`src/design/rlis_ram.sv`:
```
// ----------------------------------------------------------------------------
// rlis_ram: generic single-port-write, single-port-read synchronous RAM
// One write and one registered read per cycle.
// ----------------------------------------------------------------------------
`default_nettype none

module rlis_ram #(
   parameter int WIDTH = 8,
   parameter int DEPTH = 16
) (
   input  wire logic                     clock,
   input  wire logic                     we,
   input  wire logic [$clog2(DEPTH)-1:0] waddr,
   input  wire logic [WIDTH-1:0]         wdata,
   input  wire logic [$clog2(DEPTH)-1:0] raddr,
   output logic      [WIDTH-1:0]         rdata
);

   logic [WIDTH-1:0] mem_ff [DEPTH];
   logic [WIDTH-1:0] rdata_ff;

   // Write port and registered read port.
   always_ff @(posedge clock) begin
      if (we) begin
         mem_ff[waddr] <= wdata;
      end
      rdata_ff <= mem_ff[raddr];
   end

   assign rdata = rdata_ff;

endmodule

`default_nettype wire

```
`config.mk`:
```
export PLATFORM = sky130hd
export DESIGN_NAME = rlis_ram
export DESIGN_NICKNAME = d
export VERILOG_FILES = /design/src/design/rlis_ram.sv
export SDC_FILE = /design/constraint.sdc
export NUM_CORES = 1
export LEC_CHECK = 0
export BUFFER_PORTS_ARGS = -buffer_cell sky130_fd_sc_hd__buf_2
export CAP_MARGIN = 20
export CORE_MARGIN = 3
export CORE_UTILIZATION = 54
export DETAILED_ROUTE_END_ITERATION = 7
export HOLD_SLACK_MARGIN = 0.03
export PLACE_DENSITY_LB_ADDON = 0.25
export SLEW_MARGIN = 20
export SYNTH_ARGS = -nofsm -noshare
export SYNTH_HDL_FRONTEND = slang
export SYNTH_SLANG_ARGS = --single-unit
```
`constraint.sdc`:
```
create_clock -name clock -period 1.7 [get_ports clock]
set_input_delay 0.255 -clock clock [delete_from_list [all_inputs] [get_ports clock]]
set_output_delay 0.255 -clock clock [all_outputs]
set_load 0.05 [all_outputs]
```
==> results of run 1 <==
worst max path at each step:
stage | endpoint | cells past startpoint | startpoint
after floorplan | mem_ff[3][0] | 2 | waddr[2]
after global routing | rdata[6] | 1 | rdata[6]
after CTS | rdata[6] | 1 | rdata[6]
after detailed placement | rdata[4] | 5 | raddr[0]
after global placement | rdata[2] | 5 | raddr[0]
final | rdata[6] | 1 | rdata[6]
cells by family (layout without fill, tap and decap cells):
group | count (synthesis) | count (layout)
multiplexers | 32 | 32
buffers and inverters | 10 | 76
flip-flops | 136 | 136
AND/OR/NAND/NOR | 35 | 35
AO/OA/AOI/OAI | 16 | 16
cells in the final DEF, fill, tap and decap left out, drive strengths merged, types with 2 or more instances in the layout:
cell	count
clkinv	4
nand2	9
mux4	32
a22oi	16
dfxtp	8
nor3	4
nor2	13
clkinvlp	2
clkbuf	18
nand2b	2
edfxtp	128
buf	46
bufinv	6
nand3b	2
through the flow:
step	setup WS, ns	cell area, sq um	instances	hold WS, ns	power (mW)
floorplan	0.179	5150	229	0.354	4.10
global placement	0.0414	5540	391	0.641	4.26
detailed placement	0.0416	5540	391	0.647	4.27
CTS	0.266	6190	421	0.101	8.20
global route	0.254	6190	421	0.112	8.38
finish	0.305	6190	421	0.128	8.13
metal layers:
| layer | up-vias | GRT usage (%) | wire (um) |
|---|---|---|---|
| met2 | 56 | 29.4 | 4570 |
| met3 | 10 | 6.59 | 409 |
| met1 | 1217 | 23.3 | 3790 |
| met5 | - | 0 | 13 |
| met4 | 2 | 6.74 | 127 |
| li1 | 1081 | - | - |
registers in the layout, indices dropped and copies added (netlist names):
name	count
mem_ff	128
rdata	8
final cells by class:
type	count	area share (%)
multi-input cells	83	17.2
clock inverters	12	3.66
flip-flops and latches	136	64.7
well taps	126	2.55
clock buffers	18	6.75
repair buffers	46	5.18
power by group through the flow:
| stage | Sequential (mW) | Combinational (mW) | Clock [mW] |
|---|---|---|---|
| after floorplan | 3.91 | 0.191 | 0 |
| after global placement | 3.84 | 0.419 | 0 |
| after detailed placement | 3.84 | 0.425 | 0 |
| after CTS | 3.77 | 0.428 | 4.00 |
| after global routing | 3.78 | 0.454 | 4.15 |
| final | 3.77 | 0.419 | 3.94 |
==> impl_metrics.ini, run 1 <==
[hold_path]
whs_path_depth = 1
min-delay-start = wdata[2]
hold_class = primary input to flip-flop
whs_endpoint = mem_ff[13][2]

[clock_tree]
cts_buffers = 17
htree_levels = 4
cts.clk_slew.worst_paths_ns = 0.06
hold_buffers = 0
clk_latency_ns = 0.51
clock-root-buffer = clkbuf_8
tritoncts = done
postCtsSetupBuffers = 0
cts_resized = 0
clockBufferDepth = 2
cts.sinks = 136

[logic_synthesis]
ys_top_cells_by_count = 128 x edfxtp_1, 18 x mux4_2, 16 x a22oi_1, 14 x mux4_1, 13 x nor2_1
postSynthAreaPerCell_sq_um = 22.5
ys_top_cells_by_area = edfxtp_1 75%, mux4_2 7.9%, mux4_1 7.1%
seq_area_frac_synth_pct = 77.8
synth_top_family_by_area = multiplexers
synthMuxAreaShare_pct = 15.0
yosysTopAreaCellShare_pct = 74.7
synth_cell_types = 19
ys_seq_elements = 136
synth_fp_nets = 247
yosysWarnings = 0
synthArstFlopShare_pct = 0
yosys.area.top_type = edfxtp_1
synth.most_common_cell = edfxtp_1
syn_inst = 229
synth_edf_count = 128
yosys.area_share.simple_pct = 3.18
synthAdderAreaFrac_pct = 0
synth_compound_area_share_pct = 2.33
yosys.area_share.xor_xnor_pct = 0
synth_area_sq_um = 5150
synth_flop_cell = edfxtp_1

[sta]
post-route-period-util_pct = 82.0
finalSetupViolCount = 0
finalSetupTns_ns = 0
clock.fmax_ghz = 0.717
fin_crit_ns = 1.39
clock_skew_ns = 0.00656
slew_headroom_pct = 73.3
worst_pin_slew_ns = 0.401
report.final.slew_viol_count = 0
hold_violations = 0
grt_setup_unrepaired = no

[die]
die_w_um = 104
core_area_sq_um = 8980
start_util_pct = 57.3
die_h_um = 104
num_io_pins = 26
die_area_sq_um = 10700
fp-row-count = 34

[power_and_ir_drop]
clock_power_share_pct = 48.4
p_int_mw = 6.57
p_seq_share_pct = 46.4
p_sw_share_pct = 19.2
pwr-share-comb_pct = 5.2
switchingPower_mw = 1.56
vdd_drop_max_mv = 1.09
power.density_nw_per_um2 = 1310
power_leakage_nw = 2.13

[worst_setup_path]
worstRegToRegCells = 3
crit_type = flip-flop to output port
reg2reg_from = mem_ff[0][5]
slowest_delay_ns = 0.35
r2r_slack_ns = 0.35
worstPathRequired_ns = 1.44
crit_chain = buf_2
reg2reg_to = rdata[5]
cp-start-kind = flip-flop
arrival_ns = 1.14
crit_path_end_kind = output port
critical_path.top_delay_family = flip-flops
slowest_stage = dfxtp_1
cp_max_fo = 1
path_buf_inv = 1

[detailed_routing]
wirelength_um = 8910
postRouteAntennaNets = 0
via_per_inst = 5.62
drt_pre_antenna_iters = 4
drcViolationCount = 0
wl_per_cell_um = 21.2
routed-via-count = 2366
drt-initial-drc-count = 170

[final_layout]
seq_area_sq_um = 4000
layout.nets = 302
multi_input_area_sq_um = 1060
antenna_cells = 0
utilization_pct = 68.9
syn2layout_area_growth_pct = 20.2
drive_gt1_share_pct = 32.2
fillCellCount = 539

[place]
dp_hpwl_um = 5700
placement.io_buffers = 25
place.gp.congestion = 0.710

[run_status]
outcome = finished, final reports clean

[global_routing]
grt_overflow = 0
grt_pass1_vias = 2554
antenna_found_initial = 1
grt_max_degree = 33
grt_pass1_wl_um = 14300
grt.total_usage_pct = 18.3

[job]
timing.max_cap.violations = 0
No activity file was read; power rests on OpenSTA's default activity.
==> inputs of run 2 (changes only) <==
Settings changed: ABC_AREA from default to 1, CORE_UTILIZATION 54 to 60.
Clock period 1.7 ns to 1.4 ns, I/O delays scaled along.
==> run 2 against run 1 <==
Effect of this change: clock-buffer cell count did not move; sequential power is 21% higher; worst hold slack worse by 0.069 ns; register-to-register slack barely moved; setup slack got worse by 0.24 ns; clock skew up 0.0059 ns; critical path type unchanged; largest power group is now registers; highest routed layer is now met4.
==> impl_metrics.ini, run 2 <==
[run_status]
outcome = finished, final reports clean

[sta]
hold_violations = 0
clock_skew_ns = 0.0125
slew_headroom_pct = 77.1
worst_pin_slew_ns = 0.343
post-route-period-util_pct = 95.0
report.final.slew_viol_count = 0
clock.fmax_ghz = 0.752
finalSetupTns_ns = 0
grt_setup_unrepaired = no
setup_slack_ns = 0.0696
fin_crit_ns = 1.33
finalSetupViolCount = 0

[logic_synthesis]
synth_area_sq_um = 5770
postSynthAreaPerCell_sq_um = 10.5
synth_fp_nets = 569
synth.most_common_cell = nand2_1
ys_seq_elements = 136
yosysWarnings = 0
yosys.area.top_type = edfxtp_1
synth_flop_cell = edfxtp_1
syn_inst = 551
synth_cell_types = 12
yosysTopAreaCellShare_pct = 66.7
synthArstFlopShare_pct = 0
seq_area_frac_synth_pct = 69.4
ys_top_cells_by_count = 173 x nand2_1, 128 x edfxtp_1, 100 x inv_1, 97 x nand3_1, 17 x nor2_1
ys_top_cells_by_area = edfxtp_1 67%, nand2_1 11%, nand3_1 8.4%
synth_edf_count = 128

[detailed_routing]
drcViolationCount = 0
via_per_inst = 5.32
drt_pre_antenna_iters = 5
postRouteAntennaNets = 0
wirelength_um = 12500
drt-initial-drc-count = 357
wl_per_cell_um = 16.9
routed-via-count = 3945

[final_layout]
syn2layout_area_growth_pct = 16.9
antenna_cells = 0
drive_gt1_share_pct = 14.1
fin_area_sq_um = 6740
largest_register_ffs = 128
largest_register = mem_ff
layout_common_cells = 173 x nand2_1, 128 x edfxtp_1, 100 x inv_1
layout.nets = 617
layout_commonest_cell = nand2_1

[power_and_ir_drop]
power_leakage_nw = 2.96
power.density_nw_per_um2 = 1430
vdd_drop_max_mv = 0.909

[worst_setup_path]
slowest_delay_ns = 0.38
arrival_ns = 1.12
crit_start = rdata[2]
slowest_stage = dfxtp_1
crit_chain = buf_4
r2r_slack_ns = 0.35
cp-start-kind = flip-flop
cp_max_fo = 1
worstPathRequired_ns = 1.19
reg2reg_from = mem_ff[1][6]
reg2reg_to = rdata[6]
crit_type = flip-flop to output port
path_buf_inv = 1
crit_path_end = rdata[2]
worstRegToRegCells = 6
crit_path_end_kind = output port
cp.depth = 1
critical_path.top_delay_family = flip-flops

[die]
die_w_um = 104
fp-row-count = 35
die_area_sq_um = 10800
core_area_sq_um = 9280
die_h_um = 104
num_io_pins = 26
start_util_pct = 62.1

[clock_tree]
cts.sinks = 136
tritoncts = done
clk_latency_ns = 0.52
postCtsSetupBuffers = 0
cts_buffers = 17
htree_levels = 4
cts.clk_slew.worst_paths_ns = 0.06
clock-root-buffer = clkbuf_8
clockBufferDepth = 2

[global_routing]
grt_overflow = 0
grt_pass1_wl_um = 19800
grt_max_degree = 65
antenna_found_initial = 0
grt_pass1_vias = 3792
grt.total_usage_pct = 24.3

[place]
placement.io_buffers = 25
dp_hpwl_um = 7730
place.gp.congestion = 0.816
dpl_cell_area_sq_um = 6150
place_ws_ns = 0.152

[hold_path]
hold_class = primary input to flip-flop

[job]
timing.max_cap.violations = 0
-- run 2: changes by cell type in the layout (fill, tap and decap cells not counted), moves of 3 or more --
cell,delta
bufinv_16,-3
mux4_2,-18
mux4_1,-14
buf_4,+7
nand2_1,+164
nor3_1,-3
nor2_1,+4
a22oi_1,-16
nand3_1,+96
inv_1,+100
-- run 2: through the flow --
stage | total power [mW] | utilization [%] | hold slack, ns | cells
after global placement | 5.29 | 66.2 | 0.585 | 709
after CTS | 9.68 | 72.6 | 0.0472 | 741
after detailed placement | 5.31 | 66.2 | 0.589 | 709
final | 9.66 | 72.6 | 0.0594 | 741
after floorplan | 5.07 | - | 0.309 | 551
after global routing | 9.92 | 72.6 | 0.0735 | 741
-- run 2: worst reg2reg max path, delay by kind of cell, from the launching register on --
kind,cells,cell delay [ns]
AND/OR/NAND/NOR,5,0.48
flip-flops,1,0.40
buffers and inverters,1,0.08
-- run 2: what timing repair did --
item	4_1_cts	5_1_grt
endpoints found under the setup margin	1	0
resized for setup	1	0
hold buffers	0	0
-- run 2: metal layers --
metal  global-route usage (%)  vias to the layer above  wire length (um)
met2                     41.6                      187              6540
met5                        0                        -                 0
li1                         -                     1873                 -
met1                     30.6                     1867              4830
met4                     9.31                        0               228
met3                     5.15                       18               947
-- run 2: area by class of cell --
cell class	count	area, sq um
clock buffers	18	418
clock inverters	14	174
fillers	644	2540
inverters	102	383
multi-input cells	289	1210
flip-flops and latches	136	4000
well taps	129	161
repair buffers	53	388
-- run 2: worst min path at each step --
stage,from,end,slack (ns),depth (start not counted)
floorplan,wdata[0],mem_ff[0][0],0.31,0
global route,raddr[3],rdata[3],0.07,3
detailed placement,raddr[3],rdata[4],0.59,3
CTS,raddr[3],rdata[4],0.05,3
global placement,raddr[3],rdata[5],0.59,3
finish,raddr[3],rdata[7],0.06,3
-- run 2: logic make-up (layout without fill, tap and decap cells) --
kind of cell           count (synthesis)  after routing  synth area share [%]
AND/OR/NAND/NOR                      289            289                  21.0
flip-flops                           136            136                  69.4
buffers and inverters                126            187                  9.52
-- run 2: power by group --
part,switching (mW),internal (mW),leakage (nW),total [mW]
clock,1.70,2.72,0.278,4.42
combinational,0.474,0.185,1.46,0.660
sequential,0.0271,4.55,1.22,4.58
